<file path="src/rtl/wsa_pkg.sv">
// Package for the weighted scatter average unit.
// Types, constants and codes shared by the controller, datapath and top level.
`default_nettype none
package wsa_pkg;

  localparam int NODES_DEF     = 65536;
  localparam int MAX_EQ_DEF    = 5;
  localparam int EQ_FIELDS     = 5;
  localparam int SUM_W         = 48;
  localparam int CNT_W         = 16;
  localparam int VAL_W         = 32;
  localparam int WGT_W         = 4;
  localparam int PROD_W        = VAL_W + WGT_W + 1;
  localparam int IN_TDATA_W    = 232;
  localparam int OUT_TDATA_W   = 224;
  localparam int PADDR_W       = 4;

  typedef enum logic [1:0] {
    CMD_CLEAR = 2'd0,
    CMD_ACC   = 2'd1,
    CMD_READ  = 2'd2
  } cmd_e;

  typedef enum logic [1:0] {
    REG_EQS   = 2'd0,
    REG_LIMIT = 2'd1,
    REG_GHOST = 2'd2
  } reg_e;

  typedef enum logic [3:0] {
    ST_CLEAR,
    ST_IDLE,
    ST_ACC_RD,
    ST_ACC_WR,
    ST_RD_RD,
    ST_RD_LATCH,
    ST_DIV_GO,
    ST_DIV_WAIT,
    ST_OUT
  } state_e;

  typedef struct packed {
    logic [2:0]  eqs;
    logic [20:0] limit;
    logic        ghost;
  } cfg_t;

  typedef struct packed {
    logic capture;
    logic mem_rd;
    logic acc_wr;
    logic clr_wr;
    logic row_latch;
    logic div_start;
    logic lane_store;
    logic out_load;
  } dp_cmd_t;

  typedef struct packed {
    logic skip;
    logic clr_last;
    logic div_done;
    logic lane_last;
    logic out_free;
  } dp_status_t;

endpackage
`default_nettype wire

</file>
<file path="src/rtl/wsa_ctrl.sv">
// Controller state machine: sequences clear sweeps, accumulates and reads.
// Uses wsa_pkg; commands wsa_datapath.
`default_nettype none
module wsa_ctrl
  import wsa_pkg::*;
(
  input  wire logic       clk_i,
  input  wire logic       rst_ni,
  input  wire logic       in_valid_i,
  input  wire logic [1:0] in_cmd_i,
  output logic            in_ready_o,
  input  wire dp_status_t status_i,
  output dp_cmd_t         cmd_o
);

  state_e state_q, state_d;

  always_ff @(posedge clk_i or negedge rst_ni) begin
    if (!rst_ni) state_q <= ST_CLEAR;
    else state_q <= state_d;
  end

  always_comb begin
    state_d    = state_q;
    cmd_o      = '0;
    in_ready_o = 1'b0;
    case (state_q)
      ST_CLEAR: begin
        cmd_o.clr_wr = 1'b1;
        if (status_i.clr_last) state_d = ST_IDLE;
      end
      ST_IDLE: begin
        in_ready_o = 1'b1;
        if (in_valid_i) begin
          cmd_o.capture = 1'b1;
          case (in_cmd_i)
            CMD_CLEAR: state_d = ST_CLEAR;
            CMD_ACC:   state_d = ST_ACC_RD;
            CMD_READ:  state_d = ST_RD_RD;
            default:   state_d = ST_IDLE;
          endcase
        end
      end
      ST_ACC_RD: begin
        cmd_o.mem_rd = 1'b1;
        state_d = status_i.skip ? ST_IDLE : ST_ACC_WR;
      end
      ST_ACC_WR: begin
        cmd_o.acc_wr = 1'b1;
        state_d = ST_IDLE;
      end
      ST_RD_RD: begin
        cmd_o.mem_rd = 1'b1;
        state_d = ST_RD_LATCH;
      end
      ST_RD_LATCH: begin
        cmd_o.row_latch = 1'b1;
        state_d = ST_DIV_GO;
      end
      ST_DIV_GO: begin
        cmd_o.div_start = 1'b1;
        state_d = ST_DIV_WAIT;
      end
      ST_DIV_WAIT: begin
        if (status_i.div_done) begin
          cmd_o.lane_store = 1'b1;
          state_d = status_i.lane_last ? ST_OUT : ST_DIV_GO;
        end
      end
      ST_OUT: begin
        if (status_i.out_free) begin
          cmd_o.out_load = 1'b1;
          state_d = ST_IDLE;
        end
      end
      default: state_d = ST_IDLE;
    endcase
  end

endmodule
`default_nettype wire

</file>
<file path="config.mk">
export PLATFORM = sky130hd
export DESIGN_NAME = wsa_ctrl
export DESIGN_NICKNAME = d
export VERILOG_FILES = /design/src/rtl/wsa_pkg.sv /design/src/rtl/wsa_ctrl.sv
export SDC_FILE = /design/constraint.sdc
export NUM_CORES = 1
export LEC_CHECK = 0
export BUFFER_PORTS_ARGS = -buffer_cell sky130_fd_sc_hd__buf_2
export CORE_AREA = 5 5 42 44
export DETAILED_ROUTE_END_ITERATION = 10
export DIE_AREA = 0 0 47 49
export GPL_TIMING_DRIVEN = 1
export SLEW_MARGIN = 0
export SYNTH_ARGS = -nofsm -noshare
export SYNTH_HDL_FRONTEND = slang
export SYNTH_SLANG_ARGS = --single-unit
</file>
<file path="constraint.sdc">
create_clock -name clk_i -period 4.3 [get_ports clk_i]
set_input_delay 1.075 -clock clk_i [delete_from_list [all_inputs] [get_ports clk_i]]
set_output_delay 1.075 -clock clk_i [all_outputs]
set_load 0.1 [all_outputs]
</file>
==> impl_results.html <==
<table>
<tr><th>Metric</th><th>Value</th></tr>
<tr><th colspan="2">Setup path</th></tr>
<tr><td>Cell at the slowest stage of the critical path</td><td>buf_2</td></tr>
<tr><td>Data arrival time at the worst-slack endpoint</td><td>1.85 ns</td></tr>
<tr><td>Category of the most critical setup path</td><td>primary input to primary output</td></tr>
<tr><td>Chain of cells forming the critical path</td><td>buf_2 -&gt; inv_1 -&gt; nor3_1 -&gt; buf_2</td></tr>
<tr><td>Worst setup SP type</td><td>primary input</td></tr>
<tr><td>Max incr delay on CP</td><td>0.45 ns</td></tr>
<tr><td>Highest net fanout along the worst path</td><td>3</td></tr>
<tr><td>Buffers &amp; Inverters on Critical Path</td><td>3</td></tr>
<tr><td>Data required time at the worst endpoint</td><td>3.22 ns</td></tr>
<tr><td>Critical Path End Type</td><td>primary output</td></tr>
<tr><td>Most used cell along the critical path</td><td>buf_2</td></tr>
<tr><td>Family with the most delay on the worst path</td><td>buffers and inverters</td></tr>
<tr><th colspan="2">Timing</th></tr>
<tr><td>Worst-case clock skew</td><td>0.00364 ns</td></tr>
<tr><td>Peak Freq</td><td>about 340 MHz</td></tr>
<tr><td>Unrepaired setup endpoints after global routing</td><td>no</td></tr>
<tr><td>Tcrit/Tclk final</td><td>68.1%</td></tr>
<tr><td>Final count of pins violating max slew</td><td>0</td></tr>
<tr><td>Headroom to the max-slew limit</td><td>64.5%</td></tr>
<tr><td>Final hold violations</td><td>0</td></tr>
<tr><td>WHS</td><td>0.632 ns</td></tr>
<tr><td>Final sum of negative setup slack</td><td>0 ns</td></tr>
<tr><td>Actual transition at the worst max-transition pin</td><td>~0.53 ns</td></tr>
<tr><td>Setup Viol. Count Final</td><td>0</td></tr>
<tr><td>Worst path setup slack after routing</td><td>1.37 ns</td></tr>
<tr><td>Crit path time final</td><td>2.93 ns</td></tr>
<tr><th colspan="2">Placed design</th></tr>
<tr><td>Final weighted congestion in routability-driven placement</td><td>0.832</td></tr>
<tr><td>Half-perimeter wire length after detailed placement</td><td>769 um</td></tr>
<tr><td>Port Buf Inserts</td><td>18</td></tr>
<tr><td>Worst setup timing slack at the placement stage</td><td>1.36 ns</td></tr>
<tr><th colspan="2">Yosys</th></tr>
<tr><td>Top_reg_cell synth</td><td>dfrtp_1</td></tr>
<tr><td>Most instantiated cells after synthesis</td><td>6 x nor2_1, 5 x nand2_1, 4 x dfrtp_1, 4 x nor3_1</td></tr>
<tr><td>Synth Cell Area</td><td>415 um2</td></tr>
<tr><td>Top-count cell post-synth</td><td>nor2_1</td></tr>
<tr><td>Number of synthesized register bits</td><td>4</td></tr>
<tr><td>Fraction of registers with async set or reset after synthesis</td><td>between 90% and 100%</td></tr>
<tr><td>Syn avg cell area</td><td>7.55 um2</td></tr>
<tr><td>Yosys cell types</td><td>31</td></tr>
<tr><td>Synth area leaders</td><td>dfrtp_1 24%, nor2_1 5.4%, nor3_1 4.8%</td></tr>
<tr><td>Share of the synthesized area in the top cell type</td><td>roughly a quarter</td></tr>
<tr><td>Gate Count Post-Synth</td><td>55</td></tr>
<tr><td>Proportion of synthesized chip area in sequential cells</td><td>between 20% and 30%</td></tr>
<tr><td>Number of flops mapped to enable cells by yosys</td><td>0</td></tr>
<tr><td>Post-synth top area cell</td><td>dfrtp_1</td></tr>
<tr><td>Nets in the synthesized netlist</td><td>65</td></tr>
<tr><td>Yosys warning total</td><td>0</td></tr>
<tr><th colspan="2">Min path</th></tr>
<tr><td>Worst min-delay path category</td><td>primary input to asynchronous set/reset pin</td></tr>
<tr><th colspan="2">Detailed routing</th></tr>
<tr><td>Post-detailed-route wirelength per cell</td><td>about 12 um</td></tr>
<tr><td>Total number of vias</td><td>450</td></tr>
<tr><td>Initial DRC Count</td><td>9</td></tr>
<tr><td>Wire length after detailed routing</td><td>about 1000 um</td></tr>
<tr><td>Number of detailed-routing iterations run before antenna repair</td><td>4</td></tr>
<tr><td>Drt drc</td><td>0</td></tr>
<tr><td>Number of nets with antenna violations after routing</td><td>0</td></tr>
<tr><td>Vias per std cell</td><td>approximately 5.2</td></tr>
<tr><th colspan="2">Layout</th></tr>
<tr><td>Flip-flop count of the largest register, all copies and words added</td><td>4</td></tr>
<tr><td>Number of filler cells placed in the layout</td><td>158</td></tr>
<tr><td>Fraction of layout instances using a drive strength above 1</td><td>38.0%</td></tr>
<tr><td>Nets</td><td>83</td></tr>
<tr><td>Final core utilization</td><td>37.6%</td></tr>
<tr><td>Combined area of the multi-input logic cells</td><td>roughly 280 um2</td></tr>
<tr><td>Largest registers</td><td>state_q (4)</td></tr>
<tr><td>Diode count</td><td>0</td></tr>
<tr><td>Area overhead of the layout relative to synthesis</td><td>26.8%</td></tr>
<tr><td>Total area of sequential cells</td><td>100 um2</td></tr>
<tr><td>Register with the most flip-flops</td><td>state_q</td></tr>
<tr><th colspan="2">CTS</th></tr>
<tr><td>Maximum level of the CTS H-tree</td><td>1</td></tr>
<tr><td>CTS tree</td><td>built</td></tr>
<tr><td>Worst skew pair latency</td><td>0.24 ns</td></tr>
<tr><td>Maximum count of clock buffers along a single path</td><td>2</td></tr>
<tr><td>CTS Hold Bufs</td><td>0</td></tr>
<tr><td># clock sinks</td><td>4</td></tr>
<tr><td>Clock root buffer</td><td>clkbuf_4</td></tr>
<tr><td>Setup repair bufs after CTS</td><td>0</td></tr>
<tr><td>Number of clock buffers inserted by TritonCTS</td><td>3</td></tr>
<tr><td>Post-cts sizing count</td><td>0</td></tr>
<tr><td>Clock transition at the registers of the reported paths</td><td>0.04 ns</td></tr>
<tr><th colspan="2">Outcome</th></tr>
<tr><td>Outcome</td><td>finished clean</td></tr>
<tr><th colspan="2">Floorplanning</th></tr>
<tr><td>Total number of placement rows</td><td>14</td></tr>
<tr><td>Initial Util</td><td>29.6%</td></tr>
<tr><td>Full die area</td><td>about 2300 um2</td></tr>
<tr><td>Die Height</td><td>49 um</td></tr>
<tr><td>Top Ports</td><td>19</td></tr>
<tr><td>Width of the die</td><td>47 um</td></tr>
<tr><td>Core region area</td><td>1400 um2</td></tr>
<tr><th colspan="2">Global routing</th></tr>
<tr><td>Global route overflow</td><td>0</td></tr>
<tr><td>Maximum number of pins on one net before global-route repair</td><td>18</td></tr>
<tr><td>Global-route wire length before repair</td><td>1700 um</td></tr>
<tr><td>Number of global-route vias before repair</td><td>between 400 and 500</td></tr>
<tr><td>Antenna violations before repair</td><td>0</td></tr>
<tr><td>GR Util All Layers</td><td>9.95%</td></tr>
<tr><th colspan="2">Job</th></tr>
<tr><td># Max-Cap Violations</td><td>0</td></tr>
</table>
-- kinds of logic (layout without fill, tap and decap cells) --
| family | count (synthesis) | after routing | synth area share, % |
|---|---|---|---|
| buffers and inverters | 8 | 24 | 10.5 |
| AO/OA/AOI/OAI | 13 | 13 | 22.3 |
| flip-flops | 4 | 4 | 24.1 |
| XOR/XNOR | 1 | 1 | 2.11 |
| AND/OR/NAND/NOR | 28 | 28 | 38.3 |
| multiplexers | 1 | 1 | 2.71 |
-- worst register-to-register path: cells and delay by family, from the launching register on --
kind | cells | cell delay, ns
AOI/OAI and AO/OA | 2 | 0.17
DFF | 1 | 0.66
muxes | 1 | 0.34
and+or+nand+nor | 1 | 0.31
-- placed cells by master, fill, tap and decap left out, drive strengths merged --
| master | n |
|---|---|
| inv | 3 |
| o32ai | 1 |
| mux2 | 1 |
| nor2 | 6 |
| and2 | 1 |
| nor4bb | 1 |
| nor2b | 1 |
| nor3 | 5 |
| nand2 | 5 |
| o2111ai | 1 |
| a21oi | 3 |
| a32oi | 1 |
| and3 | 1 |
| xnor2 | 1 |
| nand2b | 3 |
| a41oi | 1 |
| dfrtp | 4 |
| nand4 | 1 |
| o22ai | 1 |
| nor4 | 2 |
| o211ai | 1 |
| nor3b | 2 |
| buf | 18 |
| clkbuf | 3 |
| o21ai | 3 |
| a31oi | 1 |
-- per-layer routing --
layer | vias to the layer above | wire (um) | global-route usage (%)
met2 | 18 | 481 | 12.9
met1 | 197 | 457 | 14.4
met4 | 0 | 17 | 6.91
li1 | 233 | - | -
met3 | 2 | 76 | 1.48
met5 | - | 0 | 0
-- through the flow --
| step | area [um2] | instances |
|---|---|---|
| detailed placement | 504 | 84 |
| floorplan | 427 | 55 |
| finish | 527 | 87 |
| global placement | 504 | 84 |
| global route | 527 | 87 |
| CTS | 527 | 87 |
-- final timing paths --
path	cells after the start	slack, ns	end	startpoint
worst max-delay path	4	1.37	cmd_o[1]	status_i[2]
worst min-delay path	1	0.63	state_q[0]	rst_ni
worst max register to register	4	2.70	state_q[0]	state_q[0]
worst min register to register	2	0.75	state_q[3]	state_q[3]
max in group asynchronous	1	3.55	state_q[1]	rst_ni
min in group clk_i	2	0.75	state_q[3]	state_q[3]
-- cell type report --
type	count	share of cell area, %
clock buffers	3	4.28
inverters	3	2.14
multi-input cells	43	53.7
flip-flops and latches	4	19.0
well taps	16	3.80
repair buffers	18	17.1
Power is not shown: default switching activity piles up to over one toggle a cycle in this logic, so the estimate is an artifact.
